`config.mk`:
```
export PLATFORM = sky130hd
export DESIGN_NAME = json_nesting_prescan_unit
export DESIGN_NICKNAME = d
export VERILOG_FILES = /design/src/hw/rtl/jnp_pkg.sv /design/src/hw/rtl/jnp_scan_core.sv /design/src/hw/rtl/json_nesting_prescan_unit.sv
export SDC_FILE = /design/constraint.sdc
export NUM_CORES = 1
export LEC_CHECK = 0
export ABC_CLOCK_PERIOD_IN_PS = 7900
export BUFFER_PORTS_ARGS = -buffer_cell sky130_fd_sc_hd__buf_2
export CAP_MARGIN = 20
export CORE_MARGIN = 2
export CORE_UTILIZATION = 56
export DETAILED_ROUTE_END_ITERATION = 10
export GPL_TIMING_DRIVEN = 0
export HOLD_SLACK_MARGIN = 0.02
export PLACE_DENSITY_LB_ADDON = 0.3
export SLEW_MARGIN = 20
export SYNTH_ARGS = -nofsm -noshare
export SYNTH_HDL_FRONTEND = slang
export SYNTH_SLANG_ARGS = --single-unit
```
`constraint.sdc`:
```
create_clock -name aclk -period 7.9 [get_ports aclk]
set_input_delay 0.79 -clock aclk [delete_from_list [all_inputs] [get_ports aclk]]
set_output_delay 0.79 -clock aclk [all_outputs]
set_load 0.05 [all_outputs]
```
`src/hw/rtl/jnp_pkg.sv`:
```
// ----------------------------------------------------------------------------
// jnp_pkg: shared types and constants of the json nesting prescan unit
// error codes, character codes, configuration and result records
// ----------------------------------------------------------------------------
package jnp_pkg;

    typedef enum logic [2:0] {
        ERR_NONE  = 3'd0,
        ERR_LONG  = 3'd1,
        ERR_ZERO  = 3'd2,
        ERR_NUL   = 3'd3,
        ERR_DEEP  = 3'd4,
        ERR_STRAY = 3'd5,
        ERR_OPEN  = 3'd6
    } err_code_t;

    // register index, taken from paddr[2]
    localparam logic REG_MAX_FRAME = 1'b0;
    localparam logic REG_MAX_NEST  = 1'b1;

    localparam logic [15:0] MAX_FRAME_RESET = 16'd1024;
    localparam logic [3:0]  MAX_NEST_RESET  = 4'd8;

    localparam logic [7:0] CH_LBRACE = 8'h7B;
    localparam logic [7:0] CH_LBRACK = 8'h5B;
    localparam logic [7:0] CH_RBRACE = 8'h7D;
    localparam logic [7:0] CH_RBRACK = 8'h5D;
    localparam logic [7:0] CH_QUOTE  = 8'h22;
    localparam logic [7:0] CH_BSLASH = 8'h5C;
    localparam logic [7:0] CH_LOW_U  = 8'h75;
    localparam logic [7:0] CH_ZERO   = 8'h30;

    // length of the escaped nul sequence backslash u 0 0 0 0
    localparam logic [2:0] NUL_SEQ_LEN = 3'd6;

    typedef struct packed {
        logic [15:0] max_frame_bytes;
        logic [3:0]  max_nesting;
    } scan_cfg_t;

    typedef struct packed {
        logic        accepted;
        err_code_t   reason;
        logic [16:0] frame_length;
    } scan_result_t;

    function automatic logic [7:0] nul_seq_char(input logic [2:0] idx);
        logic [7:0] ch;
        case (idx)
            3'd0:    ch = CH_BSLASH;
            3'd1:    ch = CH_LOW_U;
            default: ch = CH_ZERO;
        endcase
        return ch;
    endfunction

    // too long wins over all, zero byte over the later ones, else first kept
    function automatic err_code_t raise_err(input err_code_t cur, input err_code_t e);
        err_code_t res;
        if (cur == ERR_NONE || (e <= ERR_ZERO && e < cur)) begin
            res = e;
        end else begin
            res = cur;
        end
        return res;
    endfunction

endpackage

```
`src/hw/rtl/jnp_scan_core.sv`:
```
// ----------------------------------------------------------------------------
// jnp_scan_core: running frame state of the prescan
// updates count, quoting, escape and depth state one byte per step
// ----------------------------------------------------------------------------
module jnp_scan_core
    import jnp_pkg::*;
(
    input  logic         aclk,
    input  logic         aresetn,
    input  logic         step,
    input  logic [7:0]   data_byte,
    input  logic         last_byte,
    input  scan_cfg_t    cfg,
    output scan_result_t result
);

    logic [16:0] byte_count_reg, byte_count_next;
    logic [3:0]  nest_depth_reg, nest_depth_next;
    logic        in_string_reg, in_string_next;
    logic        skip_next_reg, skip_next_next;
    logic [2:0]  nul_match_reg, nul_match_next;
    err_code_t   error_reg, error_next;

    logic [16:0] limit;
    logic [16:0] cnt_w;
    logic [3:0]  depth_w;
    logic        str_w;
    logic        skip_w;
    logic [2:0]  match_w;
    err_code_t   err_w;
    err_code_t   fin_err;

    always_comb begin
        limit   = {1'b0, cfg.max_frame_bytes} + 17'd1;
        cnt_w   = byte_count_reg;
        depth_w = nest_depth_reg;
        str_w   = in_string_reg;
        skip_w  = skip_next_reg;
        match_w = nul_match_reg;
        err_w   = error_reg;

        if (cnt_w < limit) begin
            cnt_w = cnt_w + 17'd1;
        end
        if (cnt_w > {1'b0, cfg.max_frame_bytes}) begin
            err_w = raise_err(err_w, ERR_LONG);
        end
        if (data_byte == 8'd0) begin
            err_w = raise_err(err_w, ERR_ZERO);
        end

        // escaped nul tracking
        if (err_w == ERR_NONE && match_w != 3'd0) begin
            if (match_w < NUL_SEQ_LEN && data_byte == nul_seq_char(match_w)) begin
                match_w = match_w + 3'd1;
                if (match_w >= NUL_SEQ_LEN) begin
                    err_w   = raise_err(err_w, ERR_NUL);
                    match_w = 3'd0;
                end
            end else begin
                match_w = 3'd0;
            end
        end

        // quoting and nesting freeze once an error is seen
        if (err_w == ERR_NONE) begin
            if (skip_w) begin
                skip_w = 1'b0;
            end else if (str_w && data_byte == CH_BSLASH) begin
                skip_w  = 1'b1;
                match_w = 3'd1;
            end else if (data_byte == CH_QUOTE) begin
                str_w = ~str_w;
            end else if (!str_w && (data_byte == CH_LBRACE || data_byte == CH_LBRACK)) begin
                if (({1'b0, depth_w} + 5'd1) > {1'b0, cfg.max_nesting}) begin
                    err_w = raise_err(err_w, ERR_DEEP);
                end else begin
                    depth_w = depth_w + 4'd1;
                end
            end else if (!str_w && (data_byte == CH_RBRACE || data_byte == CH_RBRACK)) begin
                if (depth_w == 4'd0) begin
                    err_w = raise_err(err_w, ERR_STRAY);
                end else begin
                    depth_w = depth_w - 4'd1;
                end
            end
        end

        fin_err = err_w;
        if (err_w == ERR_NONE && (str_w || depth_w != 4'd0)) begin
            fin_err = ERR_OPEN;
        end

        result.accepted     = (fin_err == ERR_NONE);
        result.reason       = fin_err;
        result.frame_length = cnt_w;

        byte_count_next = byte_count_reg;
        nest_depth_next = nest_depth_reg;
        in_string_next  = in_string_reg;
        skip_next_next  = skip_next_reg;
        nul_match_next  = nul_match_reg;
        error_next      = error_reg;
        if (step) begin
            if (last_byte) begin
                byte_count_next = 17'd0;
                nest_depth_next = 4'd0;
                in_string_next  = 1'b0;
                skip_next_next  = 1'b0;
                nul_match_next  = 3'd0;
                error_next      = ERR_NONE;
            end else begin
                byte_count_next = cnt_w;
                nest_depth_next = depth_w;
                in_string_next  = str_w;
                skip_next_next  = skip_w;
                nul_match_next  = match_w;
                error_next      = err_w;
            end
        end
    end

    always_ff @(posedge aclk) begin
        if (!aresetn) begin
            byte_count_reg <= 17'd0;
            nest_depth_reg <= 4'd0;
            in_string_reg  <= 1'b0;
            skip_next_reg  <= 1'b0;
            nul_match_reg  <= 3'd0;
            error_reg      <= ERR_NONE;
        end else begin
            byte_count_reg <= byte_count_next;
            nest_depth_reg <= nest_depth_next;
            in_string_reg  <= in_string_next;
            skip_next_reg  <= skip_next_next;
            nul_match_reg  <= nul_match_next;
            error_reg      <= error_next;
        end
    end

    a_skip_in_string: assert property (@(posedge aclk) disable iff (!aresetn)
        skip_next_reg |-> in_string_reg)
        else $error("escape skip pending outside a string");

    a_match_range: assert property (@(posedge aclk) disable iff (!aresetn)
        nul_match_reg < NUL_SEQ_LEN)
        else $error("nul match counter out of range");

    a_clear_after_last: assert property (@(posedge aclk) disable iff (!aresetn)
        (step && last_byte) |=> (byte_count_reg == 17'd0 && error_reg == ERR_NONE))
        else $error("frame state not cleared after last byte");

endmodule

```
`src/hw/rtl/json_nesting_prescan_unit.sv`:
```
// ----------------------------------------------------------------------------
// json_nesting_prescan_unit: streaming structural check of json messages
// one byte per clock unless stalled; verdict, reason, length on final byte
// ----------------------------------------------------------------------------
// each byte sits in the input register; a final byte's verdict then
// loads the result register and raises m_valid
// throughput: one byte per cycle; a final byte waits only while an untaken
// verdict holds the result register
// reset: synchronous active-low aresetn clears frame state and both valid
// flags; max_frame_bytes resets to 1024 and max_nesting to 8
module json_nesting_prescan_unit
    import jnp_pkg::*;
(
    input  logic        aclk,
    input  logic        aresetn,

    // configuration port
    input  logic        psel,
    input  logic        penable,
    input  logic        pwrite,
    input  logic [2:0]  paddr,
    input  logic [31:0] pwdata,
    output logic [31:0] prdata,
    output logic        pready,

    // byte stream in
    input  logic        s_valid,
    output logic        s_ready,
    input  logic [7:0]  s_data_byte,
    input  logic        s_last_byte,

    // verdict out
    output logic        m_valid,
    input  logic        m_ready,
    output logic        m_accepted,
    output logic [2:0]  m_reason,
    output logic [16:0] m_frame_length
);

    // configuration registers
    scan_cfg_t cfg_reg;

    // input stage
    logic       in_valid_reg;
    logic [7:0] in_byte_reg;
    logic       in_last_reg;

    // result stage
    logic         m_valid_reg;
    scan_result_t res_reg;

    scan_result_t core_result;
    logic         advance;
    logic         cfg_write;

    assign pready    = 1'b1;
    assign cfg_write = psel && penable && pwrite;

    always_ff @(posedge aclk) begin
        if (!aresetn) begin
            cfg_reg.max_frame_bytes <= MAX_FRAME_RESET;
            cfg_reg.max_nesting     <= MAX_NEST_RESET;
        end else if (cfg_write) begin
            case (paddr[2])
                REG_MAX_FRAME: cfg_reg.max_frame_bytes <= pwdata[15:0];
                REG_MAX_NEST:  cfg_reg.max_nesting     <= pwdata[3:0];
                default:       cfg_reg <= cfg_reg;
            endcase
        end
    end

    always_comb begin
        case (paddr[2])
            REG_MAX_FRAME: prdata = {16'd0, cfg_reg.max_frame_bytes};
            REG_MAX_NEST:  prdata = {28'd0, cfg_reg.max_nesting};
            default:       prdata = 32'd0;
        endcase
    end

    // the held byte moves on unless it is a final byte and the verdict
    // register is still full and not being taken
    assign advance = in_valid_reg && !(in_last_reg && m_valid_reg && !m_ready);
    assign s_ready = !in_valid_reg || advance;

    always_ff @(posedge aclk) begin
        if (!aresetn) begin
            in_valid_reg <= 1'b0;
        end else if (s_ready) begin
            in_valid_reg <= s_valid;
        end
    end

    always_ff @(posedge aclk) begin
        if (s_ready && s_valid) begin
            in_byte_reg <= s_data_byte;
            in_last_reg <= s_last_byte;
        end
    end

    jnp_scan_core u_core (
        .aclk      (aclk),
        .aresetn   (aresetn),
        .step      (advance),
        .data_byte (in_byte_reg),
        .last_byte (in_last_reg),
        .cfg       (cfg_reg),
        .result    (core_result)
    );

    // verdict register, loaded only by a final byte
    always_ff @(posedge aclk) begin
        if (!aresetn) begin
            m_valid_reg <= 1'b0;
        end else if (advance && in_last_reg) begin
            m_valid_reg <= 1'b1;
        end else if (m_ready) begin
            m_valid_reg <= 1'b0;
        end
    end

    always_ff @(posedge aclk) begin
        if (advance && in_last_reg) begin
            res_reg <= core_result;
        end
    end

    assign m_valid        = m_valid_reg;
    assign m_accepted     = res_reg.accepted;
    assign m_reason       = res_reg.reason;
    assign m_frame_length = res_reg.frame_length;

    a_accept_matches_reason: assert property (@(posedge aclk) disable iff (!aresetn)
        m_valid_reg |-> (res_reg.accepted == (res_reg.reason == ERR_NONE)))
        else $error("accepted flag disagrees with reason");

    a_length_nonzero: assert property (@(posedge aclk) disable iff (!aresetn)
        m_valid_reg |-> (res_reg.frame_length != 17'd0))
        else $error("verdict with zero frame length");

    a_no_overwrite: assert property (@(posedge aclk) disable iff (!aresetn)
        (m_valid_reg && !m_ready) |-> !(advance && in_last_reg))
        else $error("verdict overwritten before it was taken");

endmodule

```
; Yosys cells after proc, flatten, opt, wreduce, memory -nomap -nowiden
; Cells that the tools add are included.
[op_classes]
n_addsub = 6
order_cmp = 7
n_eq_ne = 8
mux = 50
n_reduce_logical = 39
bitwise = 2
[op_table]
columns = cell, count
row1 = two-way mux 3 bit, 25
row2 = case mux 32 bit (2 select lines), 1
row3 = equality test 8 x 7 -> 1 bit (second input constant), 5
row4 = two-way mux 4 bit, 9
row5 = two-way mux 17 bit, 2
row6 = zero test 3 bit, 7
row7 = adder 16 x 1 -> 17 bit (second input constant), 1
row8 = adder 17 x 1 -> 17 bit (second input constant), 1
row9 = > comparator 17 x 16 -> 1 bit, 1
row10 = < comparator 17 bit, 1
row11 = case mux 7 bit (2 select lines), 1
row12 = logical AND 1 bit, 13
row13 = two-way mux 1 bit, 11
row14 = equality test 8 x 6 -> 1 bit (second input constant), 1
row15 = equality test 8 bit, 1
row16 = zero test 8 bit, 1
row17 = two-way mux 8 bit, 1
row18 = logical OR 1 bit, 6
row19 = AND reduction 2 bit, 3
row20 = adder 4 x 1 -> 5 bit (second input constant), 1
row21 = > comparator 5 x 4 -> 1 bit, 1
row22 = adder 4 x 1 -> 4 bit (second input constant), 1
row23 = zero test 1 bit, 4
row24 = zero test 4 bit, 1
row25 = other kinds (11), 13
[word_totals]
out_inout_bits = 56
regBits = 81
wordCells = 127
in_bits = 51

; Longest topological paths before layout
; Gate-level depths: netlist of the first run.
[logic_depth]
word_depth = 27
mapped_depth = 25
ltp_nobuf = 24

; Modules after synthesis
; From an unflattened synthesis of the first run, not the netlist that was laid out.
[unflattened]
hier_cells = 627
area_unflattened_um2 = 5521.5
[modules_own_cells]
columns = mod, instances, seq_area_each_um2, cells_per_inst, area_per_inst_um2
row1 = jnp_scan_core, 1, 580.6, 463, 3430.8
row2 = json_nesting_prescan_unit, 1, 1341.3, 164, 2090.8

; Least setup slack after synthesis of the first run
; OpenSTA, ideal clock, no wires.
[synth_timing]
path_type = register -> register
startpoint = register cfg_reg[6] (netlist bit)
endpoint = register res_reg, in the netlist m_accepted (data pin)
arrival_time_ns = 5.388
path_buffers = 0
path_slack_ns = 2.256
required_time_ns = 7.644
period_less_slack_ns = 5.644
path_stages_with_launch = 24
setup_ns = 0.256
path_cell_list = dfxtp_1 inv_1 nor3_1 and3_1 nand2_1 nor2_1 nand3_1 xnor2_1 ha_1 and2_1 a221o_1 a21oi_4 nand4_2 nor3_2 xor2_1 ha_1 a21oi_1 a21boi_0 a2111oi_0 a31oi_1 or4b_4 or3_1 o211a_1 and4b_1
[synth_lines]
columns = item, line
row1 = from (decl), json_nesting_prescan_unit.sv:41  ; scan_cfg_t cfg_reg;
row2 = from (signal assigned), json_nesting_prescan_unit.sv:67  ; default: cfg_reg <= cfg_reg;
row3 = to (signal assigned), json_nesting_prescan_unit.sv:123  ; res_reg <= core_result;
row4 = to (decl), json_nesting_prescan_unit.sv:50  ; scan_result_t res_reg;

==> results.md, run 1 <==
- Ys async rst share: 0%
- Critical Path Fanout Max: 7
- Slew @ Worst Pin: 1090 ps
- Inserted Clock Buffers: 9
- Area used by multi-input combinational logic: around 0.0032 mm²
- Synthesized area per cell: 8.51 µm²
- Post-Synth Adder-Cell Area: 10.0%
- RSZ-0062 raised after global routing: false
- Hold violation total from the final report: 0
- WP data required: 8020 ps
- Synth Area in XOR/XNOR: 5.21%
- # IOs: approximately 110
- Worst-skew pair later-pin latency: 370 ps
- Vias: 5153
- Final ANT Viol Nets: 0
- Clk root buf: clkbuf_8
- Placer Congestion: 0.939
- Slew Limit Fails: 0
- Peak supply drop: around 0.078 mV
- Post-synthesis simple-gate area fraction: roughly a quarter
- Core Footprint: 0.00928 mm²
- Vias/cell: ~6
- Global-route wire length before repair: around 23000 µm
- CTS tree: built
- Post-CTS Resized: 0
- Non-filler cells, final: 862
- # nets final: 822
- Post-Syn Area: 0.00538 mm²
- Mapped Cells: 632
- Chip height: 102 µm
- DRT Pass-1 Iters: 7
- Placed insts: 846
- Max Freq: 143 MHz
- Post-synth top area share: roughly a fifth
- Cell area power density: between 100 and 150 mW/mm²
- Mux contribution to synthesized area: 0.954%
- Finish-stage setup viols: 0
- Die width: between 100 and 150 µm
- Crit start category: register
- Largest net degree at the start of global routing: 23
- Final wirelength: 14200 µm
- Largest family of logic cells by synthesized area: simple AND/OR/NAND/NOR gates
- Max-slew headroom: a little over a quarter
- Vias in the first global route: 4874
- Clk slew on worst S/H paths: 80 ps
- Overall global routing resource usage: 28.2%
- DRC errors left: 0
- Worst path arrival time: around 7000 ps
- # port buffers: 70
- Ys flop type: dfxtp_1
- Clock Tree Buf Depth: 2
- H-tree levels: 3
- Post-CTS Hold Fix Bufs: 0
- # fillers: around 800
- Avg WL per Cell: around 17 µm
- Layout Skew: between 10 and 15 ps
- Post-synthesis compound-gate area fraction: about 18%
- #FFs+latches synth: 81
- Max cap viols: 0
- Largest register FFs: 20
- Hold WC Path Type: reg2reg
- Initial antenna violation count: 0
- Area Overhead vs Synth: 14.5%
- Dpl hpwl: about 11000 µm
- Netlist cell types: 69
- Global route overflow: 0
- Critical Path Sink Type: register
- Row cnt: 35
- Ant. Diodes: 0
- Sequential share of the synthesized area: between 30% and 40%
- Final period util: 88.6%
- YS warnings: 0
- Post-synth EDFFs: 30
- Commonest cells in the netlist: 69 x nand2_1, 51 x dfxtp_1, 50 x nor2_1
- Most common cell in the netlist: nand2_1
- Outcome: complete, no violations
- TNS Setup: 0 ps
- Clk sink count: 81
- Die ar.: between 0.01 and 0.015 mm²
- Postcts setup bufs: 0
- Layout cells sized above 1: 16.6%
- Largest area contributor in the synthesized netlist: dfxtp_1
- Sequential cell area: 0.00192 mm²
- Critical path class: reg2reg
- Initial core utilization: 57.9%
- Synth area leaders: dfxtp_1 19%, edfxtp_1 17%, ha_1 10%
- Leakage power: about 2.5 nW
- Number of DRC markers in iteration 0: 283
- Fin crit period: 7000 ps
==> final cells by class <==
cell class,instances,share of cell area (%)
clock buffers,12,2.20
clock inverters,4,1.12
inverters,34,2.07
repair buffers,70,5.69
flip-flops and latches,81,31.2
multi-input cells,490,51.4
well taps,129,2.62
plain buffers,42,3.70
==> cells in the final DEF (no fill, tap or decap), drive strengths merged, types with 8 or more instances in the layout <==
cell,count
a21oi,49
a22oi,8
a31oi,10
buf,93
clkbuf,31
conb,17
dfxtp,51
edfxtp,30
ha,43
inv,34
nand2,69
nand3,35
nand4,15
nor2,50
nor3,12
o21ai,33
or3,9
xnor2,25
==> path summary, 6_finish.rpt <==
check	cells after the start	slack (ps)	to	startpoint
setup reg to reg	23	900	m_accepted	cfg_reg[6]
setup / recovery	23	900	m_accepted	cfg_reg[6]
hold / removal	2	460	cfg_reg[8]	cfg_reg[8]
hold reg to reg	2	460	cfg_reg[8]	cfg_reg[8]
==> layer usage <==
metal  share of wire (%)  vias to the layer above  track usage, %
met5                   0                        -               0
met4                 2.4                        0            10.5
met3                 7.2                       35            4.92
met2                  48                      224            48.5
met1                  43                     2444            35.6
li1                    -                     2450               -
==> report_power, final <==
group	switching (mW)	leakage [nW]	internal, mW
Clock	0.152	0.102	0.177
Sequential	0.00696	0.708	0.440
Combinational	0.0785	1.73	0.0324
==> per-stage QoR <==
step	power, mW	hold WS (ps)	setup WS [ps]	utilization (%)	instance area (µm²)
floorplan	0.535	436	2260	-	5430
global placement	0.563	443	1210	64.0	5940
detailed placement	0.566	449	1030	64.0	5940
CTS	0.886	461	995	66.2	6150
finish	0.887	461	897	66.3	6150
global route	0.917	483	493	66.3	6150
==> cell families (layout without fill, tap and decap cells) <==
logic type	count (synthesis)	in the layout
buffers and inverters	76	162
adder cells (fa/ha/maj)	43	43
flip-flops	81	81
other	2	17
multiplexers	5	5
AND/OR/NAND/NOR	245	245
AO/OA/AOI/OAI	148	148
XOR/XNOR	32	32
==> critical path, stage by stage (launching register included) <==
cell and delay (ps):
dfxtp_1 410, inv_1 110, nor3_1 370, and3_1 260
nand3_1 160, nor2_1 280, nand2_1 110, xnor2_1 140
ha_1 290, and4_1 240, nand4_1 190, a2bb2oi_2 320
nand4_2 270, nor3_2 530, xor2_1 260, ha_1 300
a21oi_1 150, a21boi_0 90, a2111oi_0 590, a31oi_1 370
or4b_4 630, or3_1 350, o211a_1 150, and4b_1 190
No activity file was read; power rests on OpenSTA's default activity.
==> inputs of run 2 (changes only) <==
--- a/config.mk
+++ b/config.mk
@@ -13,7 +13,7 @@
 export DETAILED_ROUTE_END_ITERATION = 10
 export GPL_TIMING_DRIVEN = 0
 export HOLD_SLACK_MARGIN = 0.02
-export PLACE_DENSITY_LB_ADDON = 0.3
+export PLACE_DENSITY = 0.85
 export SLEW_MARGIN = 20
 export SYNTH_ARGS = -nofsm -noshare
 export SYNTH_HDL_FRONTEND = slang
==> results.md, run 2 (synthesis results as in run 1) <==
- Outcome: complete, no violations (unchanged)
- Slew @ Worst Pin: 931 ps (was 1090 ps)
- Post-CTS Hold Fix Bufs: 0 (unchanged)
- Placed insts: 846 (unchanged)
- Global-route wire length before repair: 23100 µm (was 22800 µm)
- Post-CTS Resized: 0 (unchanged)
- DRC errors left: 0 (unchanged)
- Hold violation total from the final report: 0 (unchanged)
- Worst path arrival time: 7100 ps (was 7120 ps)
- Layout cells sized above 1: 17.2% (was 16.6%)
- Max Freq: 143 MHz (about the same)
- Largest net degree at the start of global routing: 23 (unchanged)
- Avg WL per Cell: 16.9 µm (was 16.5 µm)
- Critical path class: reg2reg (unchanged)
- Global route overflow: 0 (unchanged)
- Final wirelength: 14600 µm (was 14200 µm)
- CP max stage cell: or4b_4 (unchanged)
- Clk slew on worst S/H paths: 80 ps (about the same)
- Buffers plus inverters on the worst setup path: 1 (unchanged)
- Finish-stage setup viols: 0 (unchanged)
- Vias: 5209 (was 5153)
- RSZ-0062 raised after global routing: false (unchanged)
- Die ar.: 0.0104 mm² (unchanged)
- CTS tree: built (unchanged)
- CP peak stage delay: 610 ps (was 630 ps)
- # port buffers: 70 (unchanged)
- Die width: 102 µm (unchanged)
- Slew Limit Fails: 0 (unchanged)
- Chip height: 102 µm (unchanged)
- TNS Setup: 0 ps (unchanged)
- Final ANT Viol Nets: 0 (unchanged)
- Final period util: 88.4% (was 88.6%)
- Cell area power density: 151 mW/mm² (was 144 mW/mm²)
- Initial antenna violation count: 0 (unchanged)
- Row cnt: 35 (unchanged)
- Vias in the first global route: 4858 (was 4874)
- Most used cell along the critical path: ha_1 (unchanged)
- Max-slew headroom: 37.9% (was 27.0%)
- Layout Skew: 6.95 ps (was 11.6 ps)
- Largest delay share family, worst path: simple AND/OR/NAND/NOR gates (unchanged)
- Inserted Clock Buffers: 9 (unchanged)
- Peak supply drop: 0.0939 mV (was 0.0776 mV)
- Dpl hpwl: 11100 µm (was 10800 µm)
- Critical Path Fanout Max: 7 (unchanged)
- DRT Pass-1 Iters: 5 (was 7)
- Area Overhead vs Synth: 15.3% (was 14.5%)
- Overall global routing resource usage: 28.4% (was 28.2%)
- Clk root buf: clkbuf_8 (unchanged)
- Most common cell after layout, fill and taps aside: buf_2 (unchanged)
- Largest register FFs: 20 (unchanged)
- Clk sink count: 81 (unchanged)
- Core Footprint: 0.00928 mm² (unchanged)
- WP data required: 8020 ps (about the same)
- Fin crit period: 6980 ps (was 7000 ps)
- Number of DRC markers in iteration 0: 418 (was 283)
- Crit path cell chain: inv_1 -> nor3_1 -> and3_1 -> nand3_1 -> nor2_1 -> nand2_1 -> xnor2_1 -> ha_1 -> and4_1 -> nand4_1 -> a2bb2oi_2 -> nand4_2 -> nor3_2 -> xor2_1 -> ha_1 -> a21oi_1 -> a21boi_0 -> a2111oi_0 -> a31oi_1 -> or4b_4 -> or3_1 -> o211a_1 -> and4b_1 (unchanged)
- # nets final: 822 (unchanged)
- Worst-skew pair later-pin latency: 360 ps (was 370 ps)
- Clock Tree Buf Depth: 2 (unchanged)
- Placer Congestion: 0.955 (was 0.939)
- Critical Path Sink Type: register (unchanged)
- Non-filler cells, final: 862 (unchanged)
- Most frequent cells in the layout: 75 x buf_2, 69 x nand2_1, 51 x dfxtp_1 (unchanged)
- Initial core utilization: 57.9% (unchanged)
- Postcts setup bufs: 0 (unchanged)
- # IOs: 107 (unchanged)
- Vias/cell: 6.04 (was 5.98)
- Max cap viols: 0 (unchanged)
- Hold WC Path Type: reg2reg (unchanged)
- Leakage power: 2.56 nW (was 2.54 nW)
- H-tree levels: 3 (unchanged)
- Crit start category: register (unchanged)
- Ant. Diodes: 0 (unchanged)
-- run 2: changes by cell type in the layout (fill, tap and decap cells not counted) --
| cell | before | now |
|---|---|---|
| clkbuf_1 | 22 | 20 |
| bufinv_16 | 2 | 3 |
| clkbuf_8 | 9 | 10 |
| clkinv_1 | 1 | 0 |
| clkinvlp_4 | 0 | 1 |
| nor4_1 | 4 | 3 |
| nor4_2 | 0 | 1 |
-- run 2: area by class of cell --
cell class | count | area, µm²
well taps | 129 | 161
inverters | 34 | 128
plain buffers | 42 | 228
fillers | 808 | 3080
multi-input cells | 490 | 3170
flip-flops and latches | 81 | 1920
clock buffers | 11 | 141
repair buffers | 70 | 350
clock inverters | 5 | 103
-- run 2: final timing paths --
kind / from / to / slack, ps / cells past startpoint
hold reg to reg: cfg_reg[8] / cfg_reg[8] / 460 / 2
hold / removal: cfg_reg[8] / cfg_reg[8] / 460 / 2
setup reg to reg: cfg_reg[6] / m_accepted / 920 / 23
setup / recovery: cfg_reg[6] / m_accepted / 920 / 23
-- run 2: layer usage --
metal	part of all wire, %	GRT usage (%)	vias up
met5	0	0	-
met3	8.2	3.76	42
li1	-	-	2452
met4	2.9	10.6	0
met1	41	37.7	2449
met2	48	47.4	266
-- run 2: tightest hold or removal path, stage by stage, from the launching register on --
cell and delay, ps:
dfxtp_1 310, nand2_1 50, a21oi_1 50
-- run 2: report_power, final --
part | internal, mW | leakage [nW] | switching, mW | total (mW)
Clock | 0.218 | 0.120 | 0.158 | 0.377
Combinational | 0.0325 | 1.73 | 0.0788 | 0.111
Sequential | 0.440 | 0.708 | 0.00722 | 0.447
-- run 2: through the flow --
stage                     util, %  worst slack [ps]  instance area [µm²]  power [mW]  hold WS [ps]
after floorplan                 -              2260                 5430       0.535           436
after global placement       64.0              1180                 5940       0.563           442
after detailed placement     64.0              1070                 5940       0.566           448
after CTS                    66.7              1050                 6190       0.932           460
after global routing         66.8               632                 6200       0.958           488
final                        66.8               915                 6200       0.935           458
==> inputs of run 3 (changes only) <==
--- a/config.mk
+++ b/config.mk
@@ -13,7 +13,7 @@
 export DETAILED_ROUTE_END_ITERATION = 10
 export GPL_TIMING_DRIVEN = 0
 export HOLD_SLACK_MARGIN = 0.02
-export PLACE_DENSITY = 0.85
+export PLACE_DENSITY = 0.81
 export SLEW_MARGIN = 20
 export SYNTH_ARGS = -nofsm -noshare
 export SYNTH_HDL_FRONTEND = slang
==> results.md, run 3 (synthesis results as in run 1) <==
- Critical Path Fanout Max: 7 (unchanged)
- Fin crit period: 6930 ps (was 6980 ps)
- # port buffers: 70 (unchanged)
- R2R setup slack: 970 ps (was 920 ps)
- Avg WL per Cell: 16.7 µm (was 16.9 µm)
- Row cnt: 35 (unchanged)
- TNS Setup: 0 ps (unchanged)
- Initial core utilization: 57.9% (unchanged)
- Hold violation total from the final report: 0 (unchanged)
- Worst-skew pair later-pin latency: 370 ps (was 360 ps)
- Vias in the first global route: 4748 (was 4858)
- Final period util: 87.7% (was 88.4%)
- Hold WC Path Type: reg2reg (unchanged)
- Final wirelength: 14400 µm (was 14600 µm)
- Placer Congestion: 0.964 (was 0.955)
- Met3 WL: 1100 µm (was 1190 µm)
- CP peak stage delay: 600 ps (was 610 ps)
- Ant. Diodes: 0 (unchanged)
- Hold path cells: 2 (unchanged)
- Top layer in use: met4 (unchanged)
- Finish-stage setup viols: 0 (unchanged)
- Slew @ Worst Pin: 937 ps (was 931 ps)
- Postcts setup bufs: 0 (unchanged)
- Final ANT Viol Nets: 0 (unchanged)
- Post-CTS Hold Fix Bufs: 0 (unchanged)
- Global-route wire length before repair: 23000 µm (was 23100 µm)
- DRT Pass-1 Iters: 5 (unchanged)
- Chip height: 102 µm (unchanged)
- Most common cell after layout, fill and taps aside: buf_2 (unchanged)
- Peak supply drop: 0.0971 mV (was 0.0939 mV)
- Clock Tree Buf Depth: 2 (unchanged)
- Critical path class: reg2reg (unchanged)
- Slew Limit Fails: 0 (unchanged)
- Core Footprint: 0.00928 mm² (unchanged)
- Area Overhead vs Synth: 14.8% (was 15.3%)
- Critical Path Sink Type: register (unchanged)
- CTS tree: built (unchanged)
- Largest register FFs: 20 (unchanged)
- Reg-to-Reg End: m_accepted (unchanged)
- Crit start category: register (unchanged)
- Overall global routing resource usage: 28.3% (was 28.4%)
- Crit path cell chain: inv_1 -> nor3_1 -> and3_1 -> nand2_1 -> nor2_1 -> nand3_1 -> xnor2_1 -> ha_1 -> and4_1 -> nand4_1 -> a2bb2oi_2 -> nand4_2 -> nor3_2 -> nand2_1 -> xnor2_1 -> ha_1 -> a2111oi_0 -> a31oi_1 -> or4b_4 -> or3_1 -> o211a_1 -> and4b_1 (was inv_1 -> nor3_1 -> and3_1 -> nand3_1 -> nor2_1 -> nand2_1 -> xnor2_1 -> ha_1 -> and4_1 -> nand4_1 -> a2bb2oi_2 -> nand4_2 -> nor3_2 -> xor2_1 -> ha_1 -> a21oi_1 -> a21boi_0 -> a2111oi_0 -> a31oi_1 -> or4b_4 -> or3_1 -> o211a_1 -> and4b_1)
- Clk root buf: clkbuf_8 (unchanged)
- Max cap viols: 0 (unchanged)
- CP max stage cell: or4b_4 (unchanged)
- Global route overflow: 0 (unchanged)
- M1 wire length: 6230 µm (was 6040 µm)
- Clk sink count: 81 (unchanged)
- Hold Path End: cfg_reg[8] (unchanged)
- Die ar.: 0.0104 mm² (unchanged)
- Outcome: complete, no violations (unchanged)
- Layout cells sized above 1: 17.2% (unchanged)
- Leakage power: 2.55 nW (was 2.56 nW)
- Setup WS post-layout: 972 ps (was 915 ps)
- Max Freq: 144 MHz (was 143 MHz)
- DRC errors left: 0 (unchanged)
- Cells on worst reg2reg path: 22 (was 23)
- Dpl hpwl: 10900 µm (was 11100 µm)
- H-tree levels: 3 (unchanged)
- Vias/cell: 5.95 (was 6.04)
- Die width: 102 µm (unchanged)
- Post-CTS Resized: 0 (unchanged)
- Metal2 WL: 6680 µm (was 6950 µm)
- WP data required: 8020 ps (about the same)
- Place WS: 1110 ps (was 1070 ps)
- # fillers: 822 (was 808)
- Worst path arrival time: 7050 ps (was 7100 ps)
- Cell area power density: 147 mW/mm² (was 151 mW/mm²)
- HP Start: cfg_reg[8] (unchanged)
- # IOs: 107 (unchanged)
- Vias: 5133 (was 5209)
- # nets final: 822 (unchanged)
- Most frequent cells in the layout: 75 x buf_2, 69 x nand2_1, 51 x dfxtp_1 (unchanged)
- Worst R2R Start: cfg_reg[6] (unchanged)
- RSZ-0062 raised after global routing: false (unchanged)
- Clk slew on worst S/H paths: 100 ps (was 80 ps)
- Layout Skew: 17.5 ps (was 6.95 ps)
- Max-slew headroom: 37.4% (was 37.9%)
- Largest net degree at the start of global routing: 23 (unchanged)
- Post-layout util: 66.5% (was 66.8%)
- Number of DRC markers in iteration 0: 492 (was 418)
- Initial antenna violation count: 0 (unchanged)
- Inserted Clock Buffers: 9 (unchanged)
## run 3: cell types whose count changed in the layout (fill, tap and decap cells not counted), sizes merged
cell / change
bufinv: -1
clkbuf: -1
clkinv: -1
clkinvlp: +1
inv: +2
## run 3: report_power, final
| part | total (mW) | internal (mW) | switching (mW) |
|---|---|---|---|
| Combinational | 0.111 | 0.0325 | 0.0782 |
| Clock | 0.347 | 0.180 | 0.167 |
| Sequential | 0.448 | 0.440 | 0.00751 |
| Total | 0.905 | 0.652 | 0.253 |
## run 3: through the flow
| step | cells | hold slack (ps) | cell area (µm²) | power, mW |
|---|---|---|---|---|
| detailed placement | 846 | 457 | 5940 | 0.565 |
| CTS | 862 | 471 | 6160 | 0.904 |
| floorplan | 647 | 436 | 5430 | 0.535 |
| global placement | 846 | 443 | 5940 | 0.562 |
| global route | 862 | 491 | 6170 | 0.931 |
| finish | 862 | 474 | 6170 | 0.905 |
## run 3: how the worst max path moves through the flow
stage / startpoint / endpoint / slack (ps) / cells past startpoint
floorplan: cfg_reg[6] / m_accepted / 2260 / 23
global placement: cfg_reg[6] / m_accepted / 1220 / 23
detailed placement: cfg_reg[6] / m_accepted / 1110 / 23
CTS: cfg_reg[6] / m_accepted / 1090 / 22
global route: cfg_reg[6] / m_accepted / 580 / 23
finish: cfg_reg[6] / m_accepted / 970 / 22
## run 3: metal layers
metal	vias up	global-route usage (%)
li1	2454	-
met1	2383	38.4
met2	252	46.2
met3	44	3.35
met4	0	11.4
met5	-	0
## run 3: worst max-delay path: cells and delay by family, from the launching register on
family	cells	cell delay, ps
buf+inv	1	110
simple gates	13	3770
fa+ha+maj	2	590
xor+xnor	2	520
compound gates	4	1250
flops	1	430
## run 3: final cells by class
class	count	area, µm²	area share (%)
Timing Repair Buffer	70	350	5.67
Clock inverter	6	90.1	1.46
Tap cell	129	161	2.61
Clock buffer	10	128	2.07
Sequential cell	81	1920	31.1
Multi-Input combinational cell	490	3170	51.3
Buffer	42	228	3.69
Inverter	34	128	2.07
